**src/hw/rtl/dlps_pkg.sv**
```systemverilog
`default_nettype none

package dlps_pkg;

	// store geometry: 4096 samples per channel, window of 2048 samples
	localparam int BUF_AW  = 12;
	localparam int FRAC_W  = 16;
	localparam int POS_W   = BUF_AW + FRAC_W;
	localparam int DL_LOG2 = 11;
	localparam int PH_W    = DL_LOG2 + FRAC_W;

	// unity pitch and full wet share
	localparam logic [17:0] PITCH_UNITY = 18'd65536;
	localparam logic [15:0] DW_FULL     = 16'd32768;

	// register indexes on the configuration port
	localparam logic [1:0] REG_ENABLE   = 2'd0;
	localparam logic [1:0] REG_CHANNELS = 2'd1;
	localparam logic [1:0] REG_PITCH    = 2'd2;
	localparam logic [1:0] REG_DRY_WET  = 2'd3;

	typedef enum logic [3:0] {
		ST_CLEAR,
		ST_IDLE,
		ST_WR,
		ST_RD0,
		ST_RD1,
		ST_RD2,
		ST_RD3,
		ST_C1,
		ST_C2,
		ST_C3,
		ST_C4,
		ST_C5,
		ST_C6
	} dlps_state_t;

	typedef struct packed {
		logic        enable;
		logic [1:0]  channels;
		logic [17:0] pitch;
		logic [15:0] dry_wet;
	} dlps_cfg_t;

	// sequencer to lane control
	typedef struct packed {
		logic              load;
		logic              we;
		logic              wr_zero;
		logic [BUF_AW-1:0] addr;
		logic              cap_a0;
		logic              cap_a1;
		logic              cap_b0;
		logic              do_c1;
		logic              do_c2;
		logic              do_c3;
		logic              do_c4;
		logic              do_c5;
		logic              pass;
		logic [15:0]       f1;
		logic [15:0]       f2;
		logic [16:0]       w1;
		logic [15:0]       dw;
	} dlps_ctl_t;

endpackage

`default_nettype wire

```
**src/hw/rtl/dlps_ctrl.sv**
```systemverilog
`default_nettype none

module dlps_ctrl
	import dlps_pkg::*;
(
	input  wire logic      clk,
	input  wire logic      arst_n,
	input  wire dlps_cfg_t cfg,
	input  wire logic      in_valid,
	input  wire logic      out_free,
	output logic           in_ready,
	output logic           done,
	output dlps_ctl_t      ctl
);

	dlps_state_t state_q, state_d;

	logic [BUF_AW-1:0] clr_q;
	logic [BUF_AW-1:0] wp_q;
	logic [PH_W-1:0]   phase_q;
	logic              pass_q;
	logic [POS_W-1:0]  pos1_q, pos2_q;
	logic [16:0]       w1_q;
	logic [15:0]       dw_q;

	logic [PH_W-1:0]   d2;
	logic [POS_W-1:0]  pos1, pos2;
	logic signed [PH_W+1:0] dist_s;
	logic [PH_W:0]     dist_mag;
	logic [16:0]       w1;
	logic signed [PH_W+1:0] ph_sum;
	logic [PH_W-1:0]   ph_next;
	logic              start;

	assign start = (state_q == ST_IDLE) && in_valid && out_free && cfg.enable;

	// tap positions: second tap half a window further on
	assign d2   = phase_q + PH_W'(1 << (PH_W - 1));
	assign pos1 = {wp_q, {FRAC_W{1'b0}}} - POS_W'(phase_q);
	assign pos2 = {wp_q, {FRAC_W{1'b0}}} - POS_W'(d2);

	// triangle crossfade weight of the first tap
	assign dist_s   = $signed({1'b0, phase_q, 1'b0}) - $signed((PH_W+2)'(1 << PH_W));
	assign dist_mag = dist_s[PH_W+1] ? (PH_W+1)'(-dist_s) : dist_s[PH_W:0];
	assign w1       = 17'h10000 - 17'(dist_mag >> DL_LOG2);

	// phase drift by one minus pitch, wrapped into the window
	assign ph_sum = $signed({2'b00, phase_q}) + (PH_W+2)'(65536)
		- $signed((PH_W+2)'(cfg.pitch));
	always_comb begin
		if (ph_sum >= $signed((PH_W+2)'(1 << PH_W))) begin
			ph_next = ph_sum[PH_W-1:0];
		end else if (ph_sum < 0) begin
			ph_next = ph_sum[PH_W-1:0];
		end else begin
			ph_next = ph_sum[PH_W-1:0];
		end
	end

	// item parameters latched at start
	always_ff @(posedge clk) begin
		if (start) begin
			pass_q <= (cfg.pitch == PITCH_UNITY);
			pos1_q <= pos1;
			pos2_q <= pos2;
			w1_q   <= w1;
			dw_q   <= (cfg.dry_wet > DW_FULL) ? DW_FULL : cfg.dry_wet;
		end
	end

	// state, sweep counter, write position and phase
	always_ff @(posedge clk or negedge arst_n) begin
		if (!arst_n) begin
			state_q <= ST_CLEAR;
			clr_q   <= '0;
			wp_q    <= '0;
			phase_q <= '0;
		end else begin
			state_q <= state_d;
			if (state_q == ST_CLEAR) begin
				clr_q <= clr_q + 1'b1;
			end
			if (done) begin
				wp_q <= wp_q + 1'b1;
				if (!pass_q) begin
					phase_q <= ph_next;
				end
			end
		end
	end

	// next state
	always_comb begin
		state_d = state_q;
		case (state_q)
			ST_CLEAR: if (&clr_q) state_d = ST_IDLE;
			ST_IDLE:  if (start) state_d = ST_WR;
			ST_WR:    state_d = pass_q ? ST_C6 : ST_RD0;
			ST_RD0:   state_d = ST_RD1;
			ST_RD1:   state_d = ST_RD2;
			ST_RD2:   state_d = ST_RD3;
			ST_RD3:   state_d = ST_C1;
			ST_C1:    state_d = ST_C2;
			ST_C2:    state_d = ST_C3;
			ST_C3:    state_d = ST_C4;
			ST_C4:    state_d = ST_C5;
			ST_C5:    state_d = ST_C6;
			ST_C6:    if (out_free) state_d = ST_IDLE;
			default:  state_d = ST_CLEAR;
		endcase
	end

	// outputs to the lanes
	always_comb begin
		in_ready    = (state_q == ST_IDLE) && out_free;
		done        = (state_q == ST_C6) && out_free;
		ctl         = '0;
		ctl.load    = in_ready && in_valid;
		ctl.pass    = pass_q;
		ctl.f1      = pos1_q[FRAC_W-1:0];
		ctl.f2      = pos2_q[FRAC_W-1:0];
		ctl.w1      = w1_q;
		ctl.dw      = dw_q;
		ctl.addr    = wp_q;
		case (state_q)
			ST_CLEAR: begin
				ctl.we      = 1'b1;
				ctl.wr_zero = 1'b1;
				ctl.addr    = clr_q;
			end
			ST_WR: begin
				ctl.we = 1'b1;
			end
			ST_RD0: ctl.addr = pos1_q[POS_W-1:FRAC_W];
			ST_RD1: begin
				ctl.addr   = pos1_q[POS_W-1:FRAC_W] + 1'b1;
				ctl.cap_a0 = 1'b1;
			end
			ST_RD2: begin
				ctl.addr   = pos2_q[POS_W-1:FRAC_W];
				ctl.cap_a1 = 1'b1;
			end
			ST_RD3: begin
				ctl.addr   = pos2_q[POS_W-1:FRAC_W] + 1'b1;
				ctl.cap_b0 = 1'b1;
			end
			ST_C1:   ctl.do_c1 = 1'b1;
			ST_C2:   ctl.do_c2 = 1'b1;
			ST_C3:   ctl.do_c3 = 1'b1;
			ST_C4:   ctl.do_c4 = 1'b1;
			ST_C5:   ctl.do_c5 = 1'b1;
			default: ctl.we = 1'b0;
		endcase
	end

endmodule

`default_nettype wire

```
**config.mk**
```make
export PLATFORM = sky130hd
export DESIGN_NAME = dlps_ctrl
export DESIGN_NICKNAME = d
export VERILOG_FILES = /design/src/hw/rtl/dlps_pkg.sv /design/src/hw/rtl/dlps_ctrl.sv
export SDC_FILE = /design/constraint.sdc
export NUM_CORES = 1
export LEC_CHECK = 0
export BUFFER_PORTS_ARGS = -buffer_cell sky130_fd_sc_hd__buf_2
export CAP_MARGIN = 20
export CORE_UTILIZATION = 25
export DETAILED_ROUTE_END_ITERATION = 16
export PLACE_DENSITY_LB_ADDON = 0.05
export SLEW_MARGIN = 20
export SYNTH_ARGS = -nofsm -noshare
export SYNTH_HDL_FRONTEND = slang
export SYNTH_SLANG_ARGS = --single-unit
```
**constraint.sdc**
```tcl
create_clock -name clk -period 4 [get_ports clk]
set_input_delay 0.2 -clock clk [delete_from_list [all_inputs] [get_ports clk]]
set_output_delay 0.2 -clock clk [all_outputs]
set_load 0.02 [all_outputs]
```
==> results of run 1 <==
[cell usage after synthesis (26+ instances only)]
cell / n / area (sq um)
inv_1: 44 / 165
nor2b_1: 26 / 163
ha_1: 67 / 838
xnor2_1: 74 / 648
nor2_1: 83 / 312
buf_4: 33 / 248
dfrtp_1: 55 / 1380
xor2_1: 31 / 272
a21oi_1: 43 / 215
nand2_1: 79 / 297
o21ai_0: 52 / 260
edfxtp_1: 64 / 1920
[worst min path at each step]
stage                       to  slack [ns]  cells past startpoint
floorplan             clr_q[0]        -0.1                      0
global placement    state_q[0]        0.30                      1
detailed placement  state_q[0]        0.30                      1
CTS                    dw_q[5]        0.06                      2
global route           dw_q[6]        0.08                      2
finish                 dw_q[8]         0.1                      2
[critical path, delay by kind of cell (launching register included)]
| family | cells | cell delay [ns] |
|---|---|---|
| AO/OA/AOI/OAI | 2 | 0.46 |
| XOR/XNOR | 2 | 0.25 |
| adder cells (fa/ha/maj) | 1 | 0.22 |
| buffers and inverters | 1 | 0.16 |
| flip-flops | 1 | 0.46 |
| AND/OR/NAND/NOR | 5 | 1.62 |
[final cells by class]
cell class	instances	area share, %
tap	448	5.51
clock buffer	19	4.25
clock inverter	13	1.11
timing repair buffer	144	7.60
multi-input combinational	698	47.5
inverter	44	1.62
sequential	119	32.4
[logic make-up after synthesis]
kind of cell	Yosys count
buffers and inverters	110
adder cells (fa/ha/maj)	68
XOR/XNOR	105
AND/OR/NAND/NOR	319
flip-flops	119
multiplexers	12
AO/OA/AOI/OAI	194
[state kept, by name, indices dropped and copies added, names as in the netlist]
name,count
clr_q,12
dw_q,16
pass_q,1
phase_q,27
pos1_q,28
pos2_q,2
state_q,4
w1_q,17
wp_q,12
[where the power goes]
group / total [mW] / internal, mW / leakage (nW) / switching [mW]
clock network: 1.46 / 0.898 / 0.262 / 0.559
registers: 1.29 / 1.29 / 1.25 / 0
logic: 0.111 / 0.0456 / 2.65 / 0.0656
[through the flow]
| stage | std cells | util (%) |
|---|---|---|
| after detailed placement | 1452 | 28.4 |
| after floorplan | 927 | - |
| final | 1485 | 30.1 |
| after CTS | 1485 | 30.1 |
| after global routing | 1485 | 30.1 |
| after global placement | 1452 | 28.4 |
[per-layer routing]
metal | vias to the layer above | global-route usage, %
met5 | - | 0
met1 | 3224 | 20.3
li1 | 3505 | -
met4 | 0 | 4.47
met2 | 127 | 22.5
met3 | 19 | 2.55
==> reports/results.ini, run 1 <==
[sta]
rsz0062_at_grt=false
finalSetupViolCount=0
fin_crit_ns=3.44
fin_tns_setup_ns=0
fin_hold_ws_ns=0.0975
max_freq_mhz=291
hold_viol=0
slew_headroom_pct=46.1
setup_slack_ns=0.560
period_share_pct=86.0
worst_pin_slew_ns=0.806
clock_skew_ns=0.00880
finalMaxSlewViolations=0

[floorplan]
die_h_microns=188
dieArea_sq_um=35500
rows=67
die_w_microns=188
num_io_pins=132
initial_utilization_pct=25.6
coreArea_sq_um=33900

[worst_setup_path]
path_max_fanout=8
reg2reg_slack_ns=0.56
critPathCaptureType=flop
cpPeakStageDelay_ns=0.55
crit_chain=nor4_4, and3_1, a21oi_1, xnor2_1, buf_4, ha_1, nand2_1, a221oi_4, nand2_2, nor4_2, xor2_1
arrival_ns=3.60
cpMaxStageDelayCell=nor4_4
endpoint=w1_q[16]
worstSetupStartpointType=flop
critPathKind=flop to flop
r2r_start=phase_q[5]
r2r_cells=11
startpoint=phase_q[5]
worst_r2r_endpoint=w1_q[16]
worstPathRequired_ns=4.16

[layout]
drive_above_1_share_pct=18.2
syn_to_final_growth_pct=17.3
final_common_cell=buf_2
fillers=3668
register_area_sq_um=3300
layout.nets=1133
final_cell_area_sq_um=10200
layout_common_cells=buf_2 (129), nor2_1 (83), nand2_1 (79)
insertedDiodeCount=0
multiInputGateArea_sq_um=4840

[outcome]
status=finished clean

[yosys]
synth-compound-area-share_pct=15.1
netlist_area_sq_um=8680
synth_edf_count=64
ys_ff_latch=119
synth.area.mux_share_pct=1.41
synth_ff_type=edfxtp_1
yosysUniqueCellTypes=71
netlist_instances=927
synth_fa_ha_area_share_pct=9.89
avgSynthCellArea_sq_um=9.36
synth_top_family_by_area=simple AND/OR/NAND/NOR gates
ys_warn_count=0
synthSimpleGateAreaFrac_pct=18.6
synthXorXnorAreaFrac_pct=10.6
synth-seq-area-share_pct=38.0
async_flop_share_pct=46.2
syn_nets=1036

[place]
place_congestion=0.755
post_dp_cell_area_sq_um=9620
io_buffers=129
place_ws_ns=0.470
place_hpwl_microns=19700

[drt]
wl_met3_microns=755
top_layer_used=met4
drc=0
avgViaCountPerCell=4.63
num_vias=6875
drtPass1Iterations=5
ant_nets=0
wl_met2_microns=11300
wl_microns=24900
wl_met1_microns=12500
wl_per_cell_microns=16.8
detail_route.iter0.violations=334

[cts]
htreeDepth=4
ctsResizeCount=0
hold_buffers=1
cts_root_buffer=clkbuf_16
cts_buffer_depth=2
cts_tree=built
cts_sinks=119
clk_pin_slew_ns=0.06
numCtsBuffers=17
post_cts_buffers=0
insertion_delay_ns=0.42

[job]
cap_violations=0

[grt]
grt_pass1_wl_microns=39500
grt_usage_pct=14.5
grt_overflow_total=0
grt_pass1_vias=6761
grt_antenna_before_repair=0
grt_max_degree=45

[pwr]
leakage_nw=4.16
total_power_mw=2.85
irDropWorstVdd_uv=272
powerDensity_nw_per_um2=280

[min_path]
hold_start=cfg[8]
worstHoldPathType=primary input to flop

Power figures use the tool's default switching activity.
==> inputs of run 2 (changes only) <==
Settings changed: CORE_ASPECT_RATIO set to 0.5.
==> run 2 against run 1 <==
Against the previous run: sequential share of layout area is 0.19 points lower; final area rose by 0.59%; register-to-register slack about the same; first-iteration DRC count fell by 3.3%; largest cell class unchanged; highest routed layer unchanged.
==> reports/results.ini, run 2 (same netlist as run 1, synthesis figures left out) <==
[layout]
layout.nets=1134
syn_to_final_growth_pct=18.0
register_area_sq_um=3300
drive_above_1_share_pct=18.7
final_common_cell=buf_2
multiInputGateArea_sq_um=4830
largest_reg_flops=28
layout_common_cells=buf_2 (129), nor2_1 (83), nand2_1 (79)
top_regs=pos1_q x28, phase_q x27, w1_q x17
top_register=pos1_q
insertedDiodeCount=0
fillers=3580

[place]
io_buffers=129
place_ws_ns=0.594
place_hpwl_microns=19800
place_congestion=0.781

[floorplan]
rows=47
coreArea_sq_um=33600
num_io_pins=132
die_h_microns=134
die_w_microns=265
initial_utilization_pct=25.8
dieArea_sq_um=35500

[worst_setup_path]
reg2reg_slack_ns=0.56
critPathKind=flop to flop
path_max_fanout=5
worstSetupStartpointType=flop
critPathCaptureType=flop
worst_r2r_endpoint=phase_q[23]
r2r_start=phase_q[0]
r2r_cells=13
arrival_ns=3.77
worstPathRequired_ns=4.33

[sta]
worst_pin_slew_ns=0.923
hold_viol=0
fin_tns_setup_ns=0
setup_slack_ns=0.559
finalMaxSlewViolations=0
period_share_pct=86.0
slew_headroom_pct=36.9
fin_crit_ns=3.44
rsz0062_at_grt=false
finalSetupViolCount=0
clock_skew_ns=0.0131
max_freq_mhz=291

[drt]
drtPass1Iterations=4
drc=0
wl_microns=25300
ant_nets=0
num_vias=6949
wl_per_cell_microns=16.9
detail_route.iter0.violations=323
avgViaCountPerCell=4.62

[cts]
cts_root_buffer=clkbuf_16
numCtsBuffers=17
cts_buffer_depth=2
cts_tree=built
htreeDepth=4
post_cts_buffers=0
ctsResizeCount=0
clk_pin_slew_ns=0.06
insertion_delay_ns=0.45
cts_sinks=119
hold_buffers=1

[grt]
grt_usage_pct=14.7
grt_pass1_wl_microns=39400
grt_antenna_before_repair=1
grt_max_degree=41
grt_pass1_vias=6871
grt_overflow_total=0

[job]
cap_violations=0

[pwr]
leakage_nw=4.19
power.switching_mw=0.674
swShare_pct=22.6
p_clk_share_pct=53.1
powerDensity_nw_per_um2=291
intPower_mw=2.30
irDropWorstVdd_uv=241
seq_power_share_pct=43.2
combPwrFrac_pct=3.7

[min_path]
hold_start=cfg[8]
worstHoldPathType=primary input to flop
hold_depth=2
hold-path-endpoint=dw_q[8]

[outcome]
status=finished clean

==> run 2: cell types whose count changed in the layout (fill, tap and decap cells not counted), sizes merged <==
| cell | previous run | this run |
|---|---|---|
| clkinvlp | 2 | 1 |
| clkinv | 9 | 4 |
| inv | 44 | 47 |
| buf | 143 | 144 |
| clkbuf | 19 | 22 |
==> run 2: worst max-delay path, stage by stage, from the launching register on <==
cell and delay [ns]:
dfrtp_1 0.43, inv_1 0.10, ha_1 0.14, inv_1 0.04, ha_1 0.21, fa_1 0.42, a21o_1 0.18, a21o_1 0.21
a21oi_1 0.29, o31ai_1 0.19, a2111o_1 0.47, a31oi_1 0.34, mux2i_1 0.23, nand2_1 0.06
==> run 2: metrics by stage <==
| stage | utilization (%) | std cells | power, mW | hold WS (ns) | cell area (sq um) |
|---|---|---|---|---|---|
| 2_1_floorplan | - | 927 | 1.37 | -0.0956 | 8680 |
| 3_3_place_gp | 28.7 | 1470 | 1.42 | 0.297 | 9640 |
| 3_5_place_dp | 28.7 | 1470 | 1.42 | 0.296 | 9640 |
| 4_1_cts | 30.5 | 1503 | 3.03 | 0.0358 | 10200 |
| 5_1_grt | 30.5 | 1503 | 3.09 | 0.0516 | 10200 |
| 6_report | 30.5 | 1503 | 2.98 | 0.0649 | 10200 |
==> run 2: per-layer routing <==
| metal | wire length (microns) | vias up | GRT usage [%] |
|---|---|---|---|
| met1 | 12800 | 3329 | 19.9 |
| met3 | 684 | 20 | 3.14 |
| li1 | - | 3516 | - |
| met4 | 303 | 0 | 4.27 |
| met5 | 0 | - | 0 |
| met2 | 11500 | 84 | 23.4 |
==> run 2: how the worst max path moves through the flow <==
stage	end	from	depth (start not counted)	slack (ns)
after floorplan	dw_q[0]	state_q[1]	6	0.83
after global placement	phase_q[23]	phase_q[1]	11	0.64
after detailed placement	w1_q[16]	phase_q[0]	13	0.59
after CTS	w1_q[16]	phase_q[0]	13	0.57
after global routing	phase_q[20]	phase_q[2]	10	0.30
final	phase_q[23]	phase_q[0]	13	0.56
==> run 2: power by group through the flow <==
stage / registers [mW] / clock network (mW) / logic, mW
floorplan: 1.31 / 0 / 0.0583
global placement: 1.31 / 0 / 0.113
detailed placement: 1.31 / 0 / 0.113
CTS: 1.29 / 1.63 / 0.114
global route: 1.28 / 1.68 / 0.127
finish: 1.29 / 1.58 / 0.111
==> run 2: final cells by class <==
type / instances / area share (%)
clock buffer: 22 / 4.64
clock inverter: 10 / 1.14
inverter: 44 / 1.61
multi-input combinational: 698 / 47.2
sequential: 119 / 32.2
tap: 465 / 5.68
timing repair buffer: 145 / 7.50
